==> config.mk <==
export PLATFORM = sky130hd
export DESIGN_NAME = gamepad_to_key_event_mapper
export DESIGN_NICKNAME = d
export VERILOG_FILES = /design/src/design/gkm_pkg.sv /design/src/design/gamepad_to_key_event_mapper.sv /design/src/design/gkm_front.sv /design/src/design/gkm_queue.sv /design/src/design/gkm_back.sv
export SDC_FILE = /design/constraint.sdc
export NUM_CORES = 1
export LEC_CHECK = 0
export BUFFER_PORTS_ARGS = -buffer_cell sky130_fd_sc_hd__clkbuf_2
export CORE_ASPECT_RATIO = 0.9
export CORE_MARGIN = 2
export CORE_UTILIZATION = 55
export DETAILED_ROUTE_END_ITERATION = 10
export GPL_TIMING_DRIVEN = 1
export PLACE_DENSITY = 0.76
export SLEW_MARGIN = 20
export SYNTH_ARGS = -nofsm -noshare
export SYNTH_HDL_FRONTEND = slang
export SYNTH_SLANG_ARGS = --single-unit
==> constraint.sdc <==
create_clock -name clk -period 6.45 [get_ports clk]
set_clock_uncertainty 0.15 [all_clocks]
set_input_delay 0.3225 -clock clk [delete_from_list [all_inputs] [get_ports clk]]
set_output_delay 0.3225 -clock clk [all_outputs]
set_load 0.1 [all_outputs]
==> src/design/gkm_pkg.sv <==
package gkm_pkg;

    // event types
    localparam logic [4:0] EV_KEY = 5'd1;
    localparam logic [4:0] EV_ABS = 5'd3;

    // first button code
    localparam logic [9:0] BTN_BASE = 10'h100;

    // axis codes
    localparam logic [9:0] AXIS_X     = 10'h000;
    localparam logic [9:0] AXIS_Y     = 10'h001;
    localparam logic [9:0] AXIS_RX    = 10'h003;
    localparam logic [9:0] AXIS_RY    = 10'h004;
    localparam logic [9:0] AXIS_HAT_X = 10'h010;
    localparam logic [9:0] AXIS_HAT_Y = 10'h011;

    // axis slots
    localparam logic [2:0] SLOT_X     = 3'd0;
    localparam logic [2:0] SLOT_Y     = 3'd1;
    localparam logic [2:0] SLOT_RX    = 3'd2;
    localparam logic [2:0] SLOT_RY    = 3'd3;
    localparam logic [2:0] SLOT_HAT0X = 3'd4;
    localparam logic [2:0] SLOT_HAT0Y = 3'd5;
    localparam int         NUM_SLOTS  = 6;

    // configuration register indexes
    localparam logic [2:0] REG_LEFT_MIN  = 3'd0;
    localparam logic [2:0] REG_LEFT_MAX  = 3'd1;
    localparam logic [2:0] REG_RIGHT_MIN = 3'd2;
    localparam logic [2:0] REG_RIGHT_MAX = 3'd3;
    localparam logic [2:0] REG_HAT_MIN   = 3'd4;
    localparam logic [2:0] REG_HAT_MAX   = 3'd5;

    // axis directions
    localparam logic [1:0] DIR_CENTRE = 2'd0;
    localparam logic [1:0] DIR_NEG    = 2'd1;
    localparam logic [1:0] DIR_POS    = 2'd2;

    // keyboard key codes
    localparam logic [7:0] KC_ESC       = 8'd1;
    localparam logic [7:0] KC_BACKSPACE = 8'd14;
    localparam logic [7:0] KC_ENTER     = 8'd28;
    localparam logic [7:0] KC_LSHIFT    = 8'd42;
    localparam logic [7:0] KC_Z         = 8'd44;
    localparam logic [7:0] KC_X         = 8'd45;
    localparam logic [7:0] KC_C         = 8'd46;
    localparam logic [7:0] KC_UP        = 8'd103;
    localparam logic [7:0] KC_LEFT      = 8'd105;
    localparam logic [7:0] KC_RIGHT     = 8'd106;
    localparam logic [7:0] KC_DOWN      = 8'd108;

    typedef enum logic [1:0] {
        KIND_NONE = 2'd0,
        KIND_KEY  = 2'd1,
        KIND_AXIS = 2'd2
    } kind_t;

    typedef struct packed {
        logic       hit;
        logic [2:0] slot;
    } slot_t;

    // up to two key events: an optional release, then an optional press or button event
    typedef struct packed {
        logic       ev0_valid;
        logic [7:0] ev0_key;
        logic       ev0_down;
        logic       ev1_valid;
        logic [7:0] ev1_key;
        logic       ev1_down;
    } cmd_t;

    function automatic logic [7:0] button_key(input logic [9:0] code);
        logic [7:0] k;
        case (code)
            10'h131: k = KC_ESC;
            10'h133: k = KC_Z;
            10'h134: k = KC_X;
            10'h136: k = KC_LSHIFT;
            10'h137: k = KC_C;
            10'h13a: k = KC_BACKSPACE;
            10'h121: k = KC_Z;
            10'h122: k = KC_X;
            10'h123: k = KC_ESC;
            10'h125: k = KC_Z;
            10'h127: k = KC_ESC;
            10'h128: k = KC_LSHIFT;
            10'h129: k = KC_C;
            10'h12a: k = KC_BACKSPACE;
            default: k = KC_ENTER;
        endcase
        return k;
    endfunction

    function automatic slot_t axis_slot(input logic [9:0] code);
        slot_t s;
        s.hit = 1'b1;
        case (code)
            AXIS_X:     s.slot = SLOT_X;
            AXIS_Y:     s.slot = SLOT_Y;
            AXIS_RX:    s.slot = SLOT_RX;
            AXIS_RY:    s.slot = SLOT_RY;
            AXIS_HAT_X: s.slot = SLOT_HAT0X;
            AXIS_HAT_Y: s.slot = SLOT_HAT0Y;
            default:
            begin
                s.hit  = 1'b0;
                s.slot = SLOT_X;
            end
        endcase
        return s;
    endfunction

endpackage

==> src/design/gamepad_to_key_event_mapper.sv <==
// Gamepad event to keyboard key event mapper. One input item per cycle, while
// s_tready is high, enters a four-stage front that classifies it, computes the
// axis zone edges from the selected range pair and updates the per-axis
// direction; a queue of QUEUE_DEPTH commands then feeds a back end that drives
// one key event per cycle, while the receiver accepts, into the output register.
// A button item gives one key event and an axis item whose zone changes gives one
// or two; items that produce nothing never enter the queue. An accepted item
// passes the stage 1 to 3 registers and the queue before it reaches the output
// register. s_tready drops while the queue plus the items in the front would
// fill the queue. cfg_ready is always high; write ranges only while idle.
// Direction state resets to centre on all axes with no clearing pass.
module gamepad_to_key_event_mapper #(
    parameter int QUEUE_DEPTH = 8
) (
    input  logic        clk,
    input  logic        rst_n,
    input  logic        cfg_valid,
    output logic        cfg_ready,
    input  logic [2:0]  cfg_index,
    input  logic [31:0] cfg_data,
    input  logic        s_tvalid,
    output logic        s_tready,
    input  logic [47:0] s_tdata,   // event_type[4:0], event_code[14:5], event_value[46:15]
    output logic        m_tvalid,
    input  logic        m_tready,
    output logic [7:0]  m_tdata,   // key_code[7:0]
    output logic        m_tuser,   // down[0]
    output logic        m_tlast    // last_of_run
);

    localparam int CNT_W = $clog2(QUEUE_DEPTH + 1);

    logic             push, pop, head_valid;
    gkm_pkg::cmd_t    push_cmd, head_cmd;
    logic [CNT_W-1:0] q_count;

    gkm_front #(.DEPTH(QUEUE_DEPTH)) u_front (
        .clk       (clk),
        .rst_n     (rst_n),
        .cfg_valid (cfg_valid),
        .cfg_ready (cfg_ready),
        .cfg_index (cfg_index),
        .cfg_data  (cfg_data),
        .s_tvalid  (s_tvalid),
        .s_tready  (s_tready),
        .s_tdata   (s_tdata),
        .q_count   (q_count),
        .push      (push),
        .push_cmd  (push_cmd)
    );

    gkm_queue #(.DEPTH(QUEUE_DEPTH)) u_queue (
        .clk        (clk),
        .rst_n      (rst_n),
        .push       (push),
        .push_cmd   (push_cmd),
        .pop        (pop),
        .head_valid (head_valid),
        .head_cmd   (head_cmd),
        .count      (q_count)
    );

    gkm_back u_back (
        .clk        (clk),
        .rst_n      (rst_n),
        .head_valid (head_valid),
        .head_cmd   (head_cmd),
        .pop        (pop),
        .m_tvalid   (m_tvalid),
        .m_tready   (m_tready),
        .m_tdata    (m_tdata),
        .m_tuser    (m_tuser),
        .m_tlast    (m_tlast)
    );

endmodule

==> src/design/gkm_front.sv <==
module gkm_front #(
    parameter int DEPTH = 8,
    localparam int CNT_W = $clog2(DEPTH + 1)
) (
    input  logic              clk,
    input  logic              rst_n,
    input  logic              cfg_valid,
    output logic              cfg_ready,
    input  logic [2:0]        cfg_index,
    input  logic [31:0]       cfg_data,
    input  logic              s_tvalid,
    output logic              s_tready,
    input  logic [47:0]       s_tdata,
    input  logic [CNT_W-1:0]  q_count,
    output logic              push,
    output gkm_pkg::cmd_t     push_cmd
);

    logic [31:0] left_min_reg, left_max_reg;
    logic [31:0] right_min_reg, right_max_reg;
    logic [31:0] hat_min_reg, hat_max_reg;

    assign cfg_ready = 1'b1;

    always_ff @(posedge clk or negedge rst_n)
    begin
        if (!rst_n)
        begin
            left_min_reg  <= 32'd0;
            left_max_reg  <= 32'd255;
            right_min_reg <= 32'd0;
            right_max_reg <= 32'd255;
            hat_min_reg   <= 32'd0;
            hat_max_reg   <= 32'd255;
        end
        else if (cfg_valid)
        begin
            case (cfg_index)
                gkm_pkg::REG_LEFT_MIN:  left_min_reg  <= cfg_data;
                gkm_pkg::REG_LEFT_MAX:  left_max_reg  <= cfg_data;
                gkm_pkg::REG_RIGHT_MIN: right_min_reg <= cfg_data;
                gkm_pkg::REG_RIGHT_MAX: right_max_reg <= cfg_data;
                gkm_pkg::REG_HAT_MIN:   hat_min_reg   <= cfg_data;
                gkm_pkg::REG_HAT_MAX:   hat_max_reg   <= cfg_data;
                default: ;
            endcase
        end
    end

    // input fields
    logic [4:0]  in_type;
    logic [9:0]  in_code;
    logic [31:0] in_value;
    assign in_type  = s_tdata[4:0];
    assign in_code  = s_tdata[14:5];
    assign in_value = s_tdata[46:15];

    logic p1_valid_reg, p2_valid_reg, p3_valid_reg;
    logic [1:0] inflight;
    logic accept;

    // reserve queue room for every item still in the pipeline
    assign inflight = {1'b0, p1_valid_reg} + {1'b0, p2_valid_reg} + {1'b0, p3_valid_reg};
    assign s_tready = ((CNT_W + 1)'(q_count) + (CNT_W + 1)'(inflight))
                      < (CNT_W + 1)'(DEPTH);
    assign accept   = s_tvalid && s_tready;

    // classify
    gkm_pkg::slot_t in_slot;
    gkm_pkg::kind_t in_kind;
    logic [31:0] sel_lo, sel_hi;
    logic [32:0] span_raw;

    always_comb
    begin
        in_slot = gkm_pkg::axis_slot(in_code);
        if (in_type == gkm_pkg::EV_KEY && in_code >= gkm_pkg::BTN_BASE
            && (in_value == 32'd0 || in_value == 32'd1))
            in_kind = gkm_pkg::KIND_KEY;
        else if (in_type == gkm_pkg::EV_ABS && in_slot.hit)
            in_kind = gkm_pkg::KIND_AXIS;
        else
            in_kind = gkm_pkg::KIND_NONE;

        case (in_slot.slot)
            gkm_pkg::SLOT_X, gkm_pkg::SLOT_Y:
            begin
                sel_lo = left_min_reg;
                sel_hi = left_max_reg;
            end
            gkm_pkg::SLOT_RX, gkm_pkg::SLOT_RY:
            begin
                sel_lo = right_min_reg;
                sel_hi = right_max_reg;
            end
            default:
            begin
                sel_lo = hat_min_reg;
                sel_hi = hat_max_reg;
            end
        endcase
        span_raw = {sel_hi[31], sel_hi} - {sel_lo[31], sel_lo};
    end

    // stage 1: sum and span
    gkm_pkg::kind_t p1_kind_reg;
    logic [2:0]  p1_slot_reg;
    logic [31:0] p1_value_reg;
    logic [7:0]  p1_key_reg;
    logic        p1_down_reg;
    logic [32:0] p1_sum_reg, p1_span_reg;

    // stage 2: midpoint and quarter span
    gkm_pkg::kind_t p2_kind_reg;
    logic [2:0]  p2_slot_reg;
    logic [31:0] p2_value_reg;
    logic [7:0]  p2_key_reg;
    logic        p2_down_reg;
    logic [32:0] p2_mid_reg, p2_q_reg;

    // stage 3: zone edges
    gkm_pkg::kind_t p3_kind_reg;
    logic [2:0]  p3_slot_reg;
    logic [31:0] p3_value_reg;
    logic [7:0]  p3_key_reg;
    logic        p3_down_reg;
    logic [33:0] p3_lo_th_reg, p3_hi_th_reg;

    logic [32:0] mid_tmp, q_tmp;
    logic [32:0] mid_next, q_next;

    always_comb
    begin
        // truncate toward zero: bias negative values before the shift
        mid_tmp  = p1_sum_reg + {32'd0, p1_sum_reg[32]};
        mid_next = {mid_tmp[32], mid_tmp[32:1]};
        q_tmp    = p1_span_reg + (p1_span_reg[32] ? 33'd3 : 33'd0);
        q_next   = {{2{q_tmp[32]}}, q_tmp[32:2]};
    end

    always_ff @(posedge clk or negedge rst_n)
    begin
        if (!rst_n)
        begin
            p1_valid_reg <= 1'b0;
            p2_valid_reg <= 1'b0;
            p3_valid_reg <= 1'b0;
        end
        else
        begin
            p1_valid_reg <= accept;
            p2_valid_reg <= p1_valid_reg;
            p3_valid_reg <= p2_valid_reg;
        end
    end

    always_ff @(posedge clk)
    begin
        p1_kind_reg  <= in_kind;
        p1_slot_reg  <= in_slot.slot;
        p1_value_reg <= in_value;
        p1_key_reg   <= gkm_pkg::button_key(in_code);
        p1_down_reg  <= in_value[0];
        p1_sum_reg   <= {sel_lo[31], sel_lo} + {sel_hi[31], sel_hi};
        p1_span_reg  <= (span_raw == 33'd0) ? 33'd255 : span_raw;

        p2_kind_reg  <= p1_kind_reg;
        p2_slot_reg  <= p1_slot_reg;
        p2_value_reg <= p1_value_reg;
        p2_key_reg   <= p1_key_reg;
        p2_down_reg  <= p1_down_reg;
        p2_mid_reg   <= mid_next;
        p2_q_reg     <= q_next;

        p3_kind_reg  <= p2_kind_reg;
        p3_slot_reg  <= p2_slot_reg;
        p3_value_reg <= p2_value_reg;
        p3_key_reg   <= p2_key_reg;
        p3_down_reg  <= p2_down_reg;
        p3_lo_th_reg <= {p2_mid_reg[32], p2_mid_reg} - {p2_q_reg[32], p2_q_reg};
        p3_hi_th_reg <= {p2_mid_reg[32], p2_mid_reg} + {p2_q_reg[32], p2_q_reg};
    end

    // stage 4: zone, direction update, command
    logic [1:0] dir_reg [gkm_pkg::NUM_SLOTS];
    logic [33:0] value_ext;
    logic [1:0]  new_dir, old_dir;
    logic [7:0]  key_neg, key_pos;
    logic        changed;

    always_comb
    begin
        value_ext = {{2{p3_value_reg[31]}}, p3_value_reg};
        if ($signed(value_ext) <= $signed(p3_lo_th_reg))
            new_dir = gkm_pkg::DIR_NEG;
        else if ($signed(value_ext) >= $signed(p3_hi_th_reg))
            new_dir = gkm_pkg::DIR_POS;
        else
            new_dir = gkm_pkg::DIR_CENTRE;

        old_dir = (p3_slot_reg < 3'(gkm_pkg::NUM_SLOTS)) ? dir_reg[p3_slot_reg]
                                                         : gkm_pkg::DIR_CENTRE;
        // odd slots are vertical axes
        key_neg = p3_slot_reg[0] ? gkm_pkg::KC_UP   : gkm_pkg::KC_LEFT;
        key_pos = p3_slot_reg[0] ? gkm_pkg::KC_DOWN : gkm_pkg::KC_RIGHT;
        changed = (new_dir != old_dir);

        push_cmd = '0;
        push     = 1'b0;
        case (p3_kind_reg)
            gkm_pkg::KIND_KEY:
            begin
                push               = p3_valid_reg;
                push_cmd.ev1_valid = 1'b1;
                push_cmd.ev1_key   = p3_key_reg;
                push_cmd.ev1_down  = p3_down_reg;
            end
            gkm_pkg::KIND_AXIS:
            begin
                push               = p3_valid_reg && changed;
                push_cmd.ev0_valid = (old_dir != gkm_pkg::DIR_CENTRE);
                push_cmd.ev0_key   = (old_dir == gkm_pkg::DIR_NEG) ? key_neg : key_pos;
                push_cmd.ev0_down  = 1'b0;
                push_cmd.ev1_valid = (new_dir != gkm_pkg::DIR_CENTRE);
                push_cmd.ev1_key   = (new_dir == gkm_pkg::DIR_NEG) ? key_neg : key_pos;
                push_cmd.ev1_down  = 1'b1;
            end
            default: ;
        endcase
    end

    always_ff @(posedge clk or negedge rst_n)
    begin
        if (!rst_n)
        begin
            for (int i = 0; i < gkm_pkg::NUM_SLOTS; i++)
                dir_reg[i] <= gkm_pkg::DIR_CENTRE;
        end
        else if (p3_valid_reg && p3_kind_reg == gkm_pkg::KIND_AXIS && changed)
        begin
            dir_reg[p3_slot_reg] <= new_dir;
        end
    end

endmodule

==> src/design/gkm_queue.sv <==
module gkm_queue #(
    parameter int DEPTH = 8,
    localparam int CNT_W = $clog2(DEPTH + 1),
    localparam int PTR_W = $clog2(DEPTH)
) (
    input  logic              clk,
    input  logic              rst_n,
    input  logic              push,
    input  gkm_pkg::cmd_t     push_cmd,
    input  logic              pop,
    output logic              head_valid,
    output gkm_pkg::cmd_t     head_cmd,
    output logic [CNT_W-1:0]  count
);

    gkm_pkg::cmd_t entry_reg [DEPTH];
    logic [PTR_W-1:0] wr_ptr_reg, rd_ptr_reg;
    logic [CNT_W-1:0] count_reg;

    assign head_valid = (count_reg != '0);
    assign head_cmd   = entry_reg[rd_ptr_reg];
    assign count      = count_reg;

    always_ff @(posedge clk)
    begin
        if (push)
            entry_reg[wr_ptr_reg] <= push_cmd;
    end

    always_ff @(posedge clk or negedge rst_n)
    begin
        if (!rst_n)
        begin
            wr_ptr_reg <= '0;
            rd_ptr_reg <= '0;
            count_reg  <= '0;
        end
        else
        begin
            if (push)
                wr_ptr_reg <= (wr_ptr_reg == PTR_W'(DEPTH - 1)) ? '0 : wr_ptr_reg + 1'b1;
            if (pop)
                rd_ptr_reg <= (rd_ptr_reg == PTR_W'(DEPTH - 1)) ? '0 : rd_ptr_reg + 1'b1;
            if (push && !pop)
                count_reg <= count_reg + 1'b1;
            else if (pop && !push)
                count_reg <= count_reg - 1'b1;
        end
    end

endmodule

==> src/design/gkm_back.sv <==
module gkm_back (
    input  logic           clk,
    input  logic           rst_n,
    input  logic           head_valid,
    input  gkm_pkg::cmd_t  head_cmd,
    output logic           pop,
    output logic           m_tvalid,
    input  logic           m_tready,
    output logic [7:0]     m_tdata,
    output logic           m_tuser,
    output logic           m_tlast
);

    logic       m_tvalid_reg;
    logic [7:0] key_reg;
    logic       down_reg, last_reg;
    logic       phase_reg;
    logic       load, use_ev0;

    assign load    = head_valid && (!m_tvalid_reg || m_tready);
    // release goes first when the command carries one
    assign use_ev0 = head_cmd.ev0_valid && !phase_reg;
    assign pop     = load && !(use_ev0 && head_cmd.ev1_valid);

    assign m_tvalid = m_tvalid_reg;
    assign m_tdata  = key_reg;
    assign m_tuser  = down_reg;
    assign m_tlast  = last_reg;

    always_ff @(posedge clk or negedge rst_n)
    begin
        if (!rst_n)
        begin
            m_tvalid_reg <= 1'b0;
            phase_reg    <= 1'b0;
        end
        else
        begin
            if (load)
            begin
                m_tvalid_reg <= 1'b1;
                phase_reg    <= use_ev0 && head_cmd.ev1_valid;
            end
            else if (m_tready)
            begin
                m_tvalid_reg <= 1'b0;
            end
        end
    end

    always_ff @(posedge clk)
    begin
        if (load)
        begin
            key_reg  <= use_ev0 ? head_cmd.ev0_key  : head_cmd.ev1_key;
            down_reg <= use_ev0 ? head_cmd.ev0_down : head_cmd.ev1_down;
            last_reg <= use_ev0 ? !head_cmd.ev1_valid : 1'b1;
        end
    end

endmodule

== After elaboration in Yosys (flattened, before gate mapping) ==
Memories as Yosys holds them, arrays and structs flattened.
Cells that the tools add are included.
Widths: inputs -> output; s select.

* Bits of input ports: 88
* Bits in registers: 558
* RAM bits: 160
* Output and inout bits: 13
* Memories: 1

* Equality and inequality tests: 37
* Bitwise operators: 1
* $add $sub $neg: 13
* Reduce and logical (&&, ||, !) cells: 47
* Mux-type cells: 33
* Magnitude comparators: 7

{| class="wikitable"
|+ Memories
! memory !! words !! bits a word !! rd ports !! clocked after memory_dff !! wr ports !! line !! RTL
|-
| u_queue.entry_reg || 8 || 20 || 1 || 0 || 1 || gkm_queue.sv:16 || <nowiki>gkm_pkg::cmd_t entry_reg [DEPTH];</nowiki>
|}

{| class="wikitable"
|+ Operators with widths
! cell !! number
|-
| $eq 10x9->1 const B || 14
|-
| $pmux 32 s2 || 2
|-
| $pmux 6 s6 || 1
|-
| $ge 32x34->1 || 1
|-
| $le 32x34->1 || 1
|-
| $add 32x31->33 || 1
|-
| $add 32x32->33 || 1
|-
| $add 33x1->33 || 1
|-
| $add 33x2->33 || 1
|-
| $logic_not 33->1 || 1
|-
| $sub 32x31->33 || 1
|-
| $sub 32x32->33 || 1
|-
| $eq 32x1->1 const B || 1
|-
| $logic_not 32->1 || 1
|-
| $mux 8 || 3
|-
| $eq 10x5->1 const B || 2
|-
| $pmux 10 s2 || 1
|-
| $mux 2 || 8
|-
| $pmux 3 s5 || 1
|-
| $logic_and 1x1->1 || 14
|-
| $bwmux 12 || 1
|-
| $eq 3x2->1 const B || 4
|-
| $eq 3x3->1 const B || 4
|-
| $mux 4 || 3
|-
| 37 further kinds || 69
|}

== Longest topological paths before layout ==
Gate-level depths: netlist of run 1.

* Depth after elaboration: 12
* Gate-level depth with buffers: 25

== Hierarchy ==
Synthesis of run 1 repeated with hierarchy kept, for this count alone.

* Cells, all modules: 2888
* Area total of the unflattened synthesis: 33214.4 µm²

{| class="wikitable"
|+ By module, submodules not included
! module !! times used !! area each (µm²) !! seq. area each (µm²) !! cells an instance
|-
| gkm_front || 1 || 25877.3 || 11676.2 || 2561
|-
| gkm_queue || 1 || 6779.0 || 5054.8 || 296
|-
| gkm_back || 1 || 558.0 || 350.3 || 31
|}

== Worst setup path after synthesis of run 1 ==
OpenSTA, ideal clock, no wires.

* Path kind: input -> register
* From: input port s_tdata[7]
* To: register u_front.p1_span_reg[5]
* Data required time: 6.243 ns
* Stages on the path: 25
* Library setup time: 0.057 ns
* Path buffers: 4
* Setup slack: 1.572 ns
* Arrival time: 4.671 ns
* Cells stage by stage: clkbuf_1 > nand2b_1 > nor2_1 > a21oi_1 > or3_1 > clkbuf_1 > nand2_1 > clkbuf_1 > buf_1 > nor2_1 > nor2_1 > inv_1 > ha_1 > inv_1 > fa_1 > nand2b_1 > a221oi_2 > o211ai_2 > o21ai_2 > a311oi_1 > a21oi_1 > mux2_2 > a211oi_2 > nand4_4 > or3b_1

* Cells in the longest elaborated chain, start to end: 7
* Elaborated cells between the ends (all ways): 16
* Those cells by class: add/sub (1); eq/ne (8); mux (3); reduce/logical (4)

{| class="wikitable"
|+ Ends and longest elaborated chain
! what !! line !! RTL
|-
| from (decl) || gamepad_to_key_event_mapper.sv:23 || <nowiki>input logic [47:0] s_tdata,</nowiki>
|-
| $eq 10x5->1, or another cell as far along || gkm_pkg.sv:99 || <nowiki>case (code)</nowiki>
|-
| $pmux 3 s5 (*) || gkm_pkg.sv:99 ||
|-
| $eq 3x2->1, or another cell as far along || gkm_front.sv:85 || <nowiki>case (in_slot.slot)</nowiki>
|-
| $reduce_or 2->1 || gkm_front.sv:85 ||
|-
| $pmux 32 s2 || gkm_front.sv:85 ||
|-
| $sub 32x32->33 (*) || gkm_front.sv:102 || <nowiki>span_raw = {sel_hi[31], sel_hi} - {sel_lo[31], sel_lo};</nowiki>
|-
| $logic_not 33->1 || gkm_front.sv:165 || <nowiki>p1_span_reg <= (span_raw == 33'd0) ? 33'd255 : span_raw;</nowiki>
|-
| to (signal assigned) || gkm_front.sv:165 ||
|-
| to (decl) || gkm_front.sv:111 || <nowiki>logic [32:0] p1_sum_reg, p1_span_reg;</nowiki>
|}

Mark *: on every way between the ends. The rest lies on a longest branch, timed or not.
A chain may end at the register's enable or synchronous reset.

== Final worst setup path of run 1 ==
* From: input port s_tdata[11]
* To: register u_front.p1_span_reg[6]

Same word-level chain as after synthesis.

==> metrics.md, run 1 <==
| Metric | Value |
|---|---|
| Outcome | finished, final reports clean |
| Most instantiated cells after synthesis | dfxtp_1 (323), nor2_1 (246), mux2_2 (213) |
| Worst-path clk slew | around 0.060 ns |
| Kind of critical path | input pin to register |
| Met3 Resource Use GR | under 10% |
| Area contributors post-synth | dfxtp_1 (21%), dfrtp_1 (16%), edfxtp_1 (12%), ha_1 (8.4%), mux2_2 (7.8%) |
| Dominant cell by count in the synthesized netlist | dfxtp_1 |
| Largest net degree at the start of global routing | between 150 and 200 |
| TNS Setup | 0 ns |
| Crit path required time | approximately 6.8 ns |
| Number of synthesized register bits | approximately 660 |
| Period utilization | between 90% and 100% |
| Achievable Freq | approximately 160 MHz |
| Clk_lat worst skew | just over 0.6 ns |
| Htree depth | 3 |
| Fin worst setup slack | roughly 0.32 ns |
| Detailed Routing Iterations Pass 1 | 5 |
| Die Y | ~230 um |
| Max-cap viol count | 0 |
| Rows | between 80 and 90 |
| Post-Route WL | a little under 70000 um |
| Global routing usage on met2 | between 30% and 40% |
| DR vias/cell | around 5.6 |
| First-pass GRT wire length | 111000 um |
| Max-slew violation count | 0 |
| Power Density | approximately 450 nW/um2 |
| Mapped Area | a little over 30000 um2 |
| CTS sink count | 663 |
| Port Buffer Count | 97 |
| Remaining DRCs | 0 |
| CP arrival | ~6.5 ns |
| Setup-failing EPs final | 0 |
| Post-Syn Instances | between 2000 and 3000 |
| VDD IR max | approximately 220 uV |
| Number of CTS-inserted buffers | 67 |
| Post-synth EDFFs | around 120 |
| Slew @ Worst Pin | 1.15 ns |
| Fin cells | 3756 |
| Final hold vios | 0 |
| Total track usage | 23.9% |
| CP Capture Type | register |
| Tmin final | about 6.1 ns |
| Worst slew margin | a little under a quarter |
| Vias in the first global route | approximately 21000 |
| Unrepaired setup endpoints after global routing | no |
| Initial antenna violation count | 0 |
| Hpwl dp | roughly 48000 um |
| Netlist cell types | a little over 90 |
| Synth area leader | dfxtp_1 |
| Antenna Violating Nets Remaining | 0 |
| Routed length per instance | 18.2 um |
| Element type at the critical path start | input pin |
| Async set-reset flop share out of synthesis | 33.0% |
| Max reg flops | between 100 and 150 |
| Syn. warnings | 0 |
| # placed instances | roughly 3600 |
| FILL cells | between 4000 and 5000 |
| Sequential cell area fraction in the yosys report | between 50 and 60% |
| IO Pins | 101 |
| Grt ovf | 0 |
| Routability congestion estimate | around 0.88 |
| Iter 0 DRT Violations | approximately 1500 |
| Via count | 21122 |
| Tightest Hold Check Type | input pin to async pin |
| Starting Density | between 50% and 60% |
| Clk buf depth | 3 |
| Layout Nets | 3251 |
| Grt met1 use | 34.5% |
| Crit Path Max Fanout | 35 |
| Avg Cell Area, Syn | 11.1 um2 |
| Chip Width | roughly 250 um |
| Hold slack | around 0.031 ns |
| Most used routing layer in global routing | met2 |
| Synth Flop Type | dfxtp_1 |
| TritonCTS clock tree | done |
| Die ar. | around 58000 um2 |
| Pre-CTS setup slack | around 0.65 ns |
| Total leakage power | approximately 0.015 uW |
| Area grow syn2layout | 13.7% |
| Core area | around 56000 um2 |
| Share of cells above drive strength 1 | roughly 18% |
| Root buffer cell | clkbuf_16 |
| Post-synth top area share | 20.9% |
| Net Count, Synth | 3082 |
-- cells by family (layout without fill, tap and decap cells) --
| kind of cell | Yosys count | after routing | synth area share, % |
|---|---|---|---|
| xor+xnor | 173 | 173 | 4.91 |
| buf+inv | 320 | 538 | 4.02 |
| mux | 260 | 260 | 10.6 |
| simple gates | 668 | 668 | 10.7 |
| compound gates | 482 | 482 | 10.4 |
| flops | 663 | 663 | 50.5 |
| fa+ha+maj | 213 | 213 | 8.77 |
| other cells | 2 | 3 | 0.0243 |
-- through the flow --
step	power, uW	util, %	instance area (um2)
after floorplan	10600	-	30900
after global placement	11900	57.8	32100
after detailed placement	12100	57.8	32100
after CTS	16000	63.1	35100
after global routing	17000	63.2	35100
final	15900	63.2	35100
-- cell type report --
class	count	area, um2	area share (%)
clock inverters	25	226	0.645
inverters	214	803	2.29
well taps	756	946	2.69
clock buffers	93	1900	5.41
flip-flops and latches	663	15600	44.4
multi-input cells	1798	14100	40.1
repair buffers	206	1560	4.44
diodes	1	2.50	0.00712
-- cell usage in the layout, fill, tap and decap left out, drive strengths merged, types with 11 or more instances in the layout --
master         n
nand3         44
mux2         213
nor3          46
o21bai        32
xor2          41
edfxtp       121
buf           25
nand2        116
ha           207
xnor2        132
and3          18
clkbuf       190
a21o          36
clkinv        19
and4          11
nand4         33
o211ai        14
nand2b        39
inv          216
nor4          19
mux4          33
nor2         246
o21ai         60
nor2b         26
or3           14
dlygate4sd3   84
a21oi        143
dfstp         24
a31oi         13
mux2i         14
o21a          16
dfxtp        323
a2111oi       12
o22ai         63
dfrtp        195
-- where the power goes --
part / internal [uW] / switching (uW) / total [uW]
Clock: 2160 / 1590 / 3740
Sequential: 5290 / 558 / 5850
Combinational: 2720 / 3630 / 6350
-- worst max-delay path, cell delays in order --
cell	delay, ns
dlygate4sd3_1	0.54
clkbuf_2	0.10
nor3_1	0.18
dlygate4sd3_1	0.61
nand2_1	0.12
or3_2	0.67
nand2_1	0.20
buf_12	0.23
buf_4	0.24
nor2_1	0.06
nor2_1	0.23
ha_1	0.41
a2111oi_0	0.61
o311ai_1	0.30
a21oi_1	0.21
a311oi_1	0.07
a21oi_1	0.29
mux2_2	0.38
a211oi_2	0.30
nand4_4	0.21
o311ai_0	0.15
-- path summary, 6_finish.rpt --
check                      cells past startpoint                        to  slack, ns                startpoint
min reg2reg                                    0  u_front.p3_value_reg[11]       0.17  u_front.p2_value_reg[11]
min                                            2  u_front.right_min_reg[3]       0.03                     rst_n
min in group clk                               4     u_front.p1_key_reg[4]       0.16                s_tdata[9]
max reg2reg                                   19          u_queue.count[3]       1.36  u_front.p3_hi_th_reg[15]
max in group asynchronous                      3     u_queue.rd_ptr_reg[0]       4.78                     rst_n
max                                           21    u_front.p1_span_reg[6]       0.32               s_tdata[11]
-- routing by layer --
| layer | part of all wire [%] | wire (um) |
|---|---|---|
| met5 | 0 | 0 |
| met4 | 2.9 | 1980 |
| met3 | 5.3 | 3600 |
| met2 | 45 | 30800 |
| met1 | 47 | 32100 |
-- timing repair --
item                                   in CTS  in global routing
hold buffers                               84                  0
setup endpoints to repair                   0                  8
setup buffers                               0                  1
gates resized for setup                     0                  3
endpoints found under the hold margin     274                  0
Note: power is estimated with default switching activity, not from simulation.
==> run 2: changes to the inputs <==
CORE_MARGIN = unset   (was 2)
PLACE_DENSITY = 0.78   (was 0.76)
==> metrics.md, run 2 (same netlist as run 1, synthesis figures left out) <==
| Metric | Value |
|---|---|
| Area grow syn2layout | 14.2% (was 13.7%) |
| IO Pins | 101 (unchanged) |
| Worst-path clk slew | 0.06 ns (about the same) |
| Worst slew margin | 20.8% (was 22.6%) |
| TNS Setup | 0 ns (unchanged) |
| TritonCTS clock tree | done (unchanged) |
| First-pass GRT wire length | 110000 um (was 111000 um) |
| Area post-placement | 32100 um2 (about the same) |
| Setup-failing EPs final | 0 (unchanged) |
| Slew @ Worst Pin | 1.18 ns (was 1.15 ns) |
| Share of cells above drive strength 1 | 17.9% (was 17.7%) |
| Post-CTS Setup Bufs | 0 (unchanged) |
| Design Area, Final | 35300 um2 (was 35100 um2) |
| Die ar. | 57100 um2 (was 58100 um2) |
| Kind of critical path | input pin to register (unchanged) |
| Ant diodes | 0 (was 1) |
| Crit path required time | 6.78 ns (about the same) |
| Post-Route WL | 68900 um (was 68400 um) |
| Most common cell after layout, fill and taps aside | dfxtp_1 (unchanged) |
| Sequential share of power | 36.2% (was 36.7%) |
| Element type at the critical path start | input pin (unchanged) |
| Via count | 21049 (was 21122) |
| DR vias/cell | 5.61 (was 5.62) |
| Routed length per instance | 18.4 um (was 18.2 um) |
| Port Buffer Count | 97 (unchanged) |
| Unrepaired setup endpoints after global routing | no (unchanged) |
| CP arrival | 6.44 ns (was 6.45 ns) |
| Total leakage power | 0.0153 uW (about the same) |
| Crit Reg-Reg Endpoint | u_queue.count[3] (unchanged) |
| Rows | 82 (unchanged) |
| Root buffer cell | clkbuf_16 (unchanged) |
| Htree depth | 3 (unchanged) |
| Total track usage | 24.4% (was 23.9%) |
| CP Capture Type | register (unchanged) |
| Worst r2r path cells | 19 (unchanged) |
| Period utilization | 94.8% (was 95.0%) |
| Switching Share | 36.1% (was 36.2%) |
| Detailed Routing Iterations Pass 1 | 5 (unchanged) |
| Tightest Hold Check Type | input pin to async pin (unchanged) |
| Antenna Violating Nets Remaining | 0 (unchanged) |
| Int Power | 10300 uW (was 10200 uW) |
| Iter 0 DRT Violations | 1438 (was 1467) |
| Routability congestion estimate | 0.936 (was 0.885) |
| Clk buf depth | 3 (unchanged) |
| Final hold vios | 0 (unchanged) |
| Max-cap viol count | 0 (unchanged) |
| Most frequent cells in the layout | dfxtp_1 (323), nor2_1 (246), mux2_2 (213) (unchanged) |
| Remaining DRCs | 0 (unchanged) |
| Worst R2R Start | u_front.p3_hi_th_reg[15] (unchanged) |
| Clk_lat worst skew | 0.62 ns (was 0.61 ns) |
| Layout Nets | 3250 (was 3251) |
| CTS sink count | 663 (unchanged) |
| Clock power share | 24.4% (was 23.5%) |
| Vias in the first global route | 20956 (was 21292) |
| Sw Pwr | 5820 uW (was 5770 uW) |
| VDD IR max | 265 uV (was 218 uV) |
| Power Density | 458 nW/um2 (was 454 nW/um2) |
| CP Capture Point | u_front.p1_span_reg[5] (was u_front.p1_span_reg[6]) |
| Max-slew violation count | 0 (unchanged) |
| Starting Density | 55.5% (unchanged) |
| Initial antenna violation count | 0 (unchanged) |
| Largest net degree at the start of global routing | 182 (was 181) |
| Tmin final | 6.11 ns (was 6.13 ns) |
| Die Y | 227 um (was 229 um) |
| Achievable Freq | 164 MHz (was 163 MHz) |
| Grt ovf | 0 (unchanged) |
| Combinational share of power | 39.4% (was 39.8%) |
| Crit Path Max Fanout | 27 (was 35) |
| Reg-to-reg slack, setup | 1.27 ns (was 1.36 ns) |
| Number of CTS-inserted buffers | 66 (was 67) |
| Outcome | finished, final reports clean (unchanged) |
| Max reg flops | 112 (unchanged) |
| Crit path launch | s_tdata[11] (unchanged) |
| Hpwl dp | 47800 um (was 47900 um) |
| Core area | 55600 um2 (unchanged) |
| Chip Width | 252 um (was 254 um) |
run 2: changes by cell type in the layout (fill, tap and decap cells not counted), moves of 2 or more:
cell	before	now
clkinvlp_4	2	4
clkbuf_8	5	9
clkinv_2	15	6
clkinv_4	0	2
clkbuf_16	71	73
clkbuf_1	18	13
run 2: power by group through the flow:
stage               Clock, uW  Combinational (uW)  Sequential (uW)
floorplan                   0                4850             5740
global placement            0                6070             5860
detailed placement          0                6210             5920
CTS                      4000                6310             5850
global route             4180                7080             5950
finish                   3930                6360             5850
run 2: final cells by class:
class	count	area, um2
Clock buffer	96	2000
Clock inverter	22	263
Fill cell	4315	20300
Inverter	214	803
Multi-Input combinational cell	1798	14100
Sequential cell	663	15600
Tap cell	756	946
Timing Repair Buffer	206	1550
run 2: worst min-delay path by stage:
stage	from	to	slack (ns)	cells after the start
after floorplan	rst_n	u_back.m_tvalid	-0.12	0
after global placement	rst_n	u_queue.rd_ptr_reg[1]	0.11	1
after detailed placement	rst_n	u_queue.rd_ptr_reg[1]	0.12	1
after CTS	rst_n	u_queue.rd_ptr_reg[1]	0.04	2
after global routing	rst_n	u_queue.rd_ptr_reg[1]	0.06	2
final	rst_n	u_queue.rd_ptr_reg[1]	0.04	2
run 2: metal layers:
metal  vias up  global-route usage, %  part of all wire (%)
li1      10158                      -                     -
met1     10200                   33.7                    47
met2       577                   38.9                    46
met3       114                   4.22                   4.8
met4         0                   8.02                   2.8
met5         -                      0                     0
run 2: critical path: stages:
cell           delay, ns
dlygate4sd3_1       0.54
clkbuf_2            0.10
nor3_1              0.24
dlygate4sd3_1       0.61
nand2_1             0.11
or3_2               0.55
buf_4               0.27
buf_4               0.25
o22ai_1             0.18
nor2_1              0.10
ha_1                0.59
nor2_1              0.12
a221oi_2            0.33
nand2_1             0.09
a211o_1             0.30
o21ai_1             0.18
or4b_1              0.47
nor4b_1             0.17
a311o_1             0.38
nand4_4             0.14
or3b_1              0.35
run 2: timing repair:
item	4_1_cts	5_1_grt
hold endpoints to repair	273	0
gates resized for setup	0	4
hold buffers	85	0
endpoints found under the setup margin	0	8
run 2: through the flow:
| step | hold slack [ns] | utilization, % | cells | total power [uW] | worst slack, ns |
|---|---|---|---|---|---|
| 6_report | 0.0441 | 63.4 | 3755 | 16100 | 0.338 |
| 5_1_grt | 0.0648 | 63.4 | 3755 | 17200 | 0.0244 |
| 4_1_cts | 0.0358 | 63.4 | 3755 | 16200 | 0.300 |
| 3_5_place_dp | 0.115 | 57.8 | 3552 | 12100 | 0.716 |
| 3_3_place_gp | 0.107 | 57.8 | 3552 | 11900 | 0.745 |
| 2_1_floorplan | -0.123 | - | 2781 | 10600 | 1.57 |
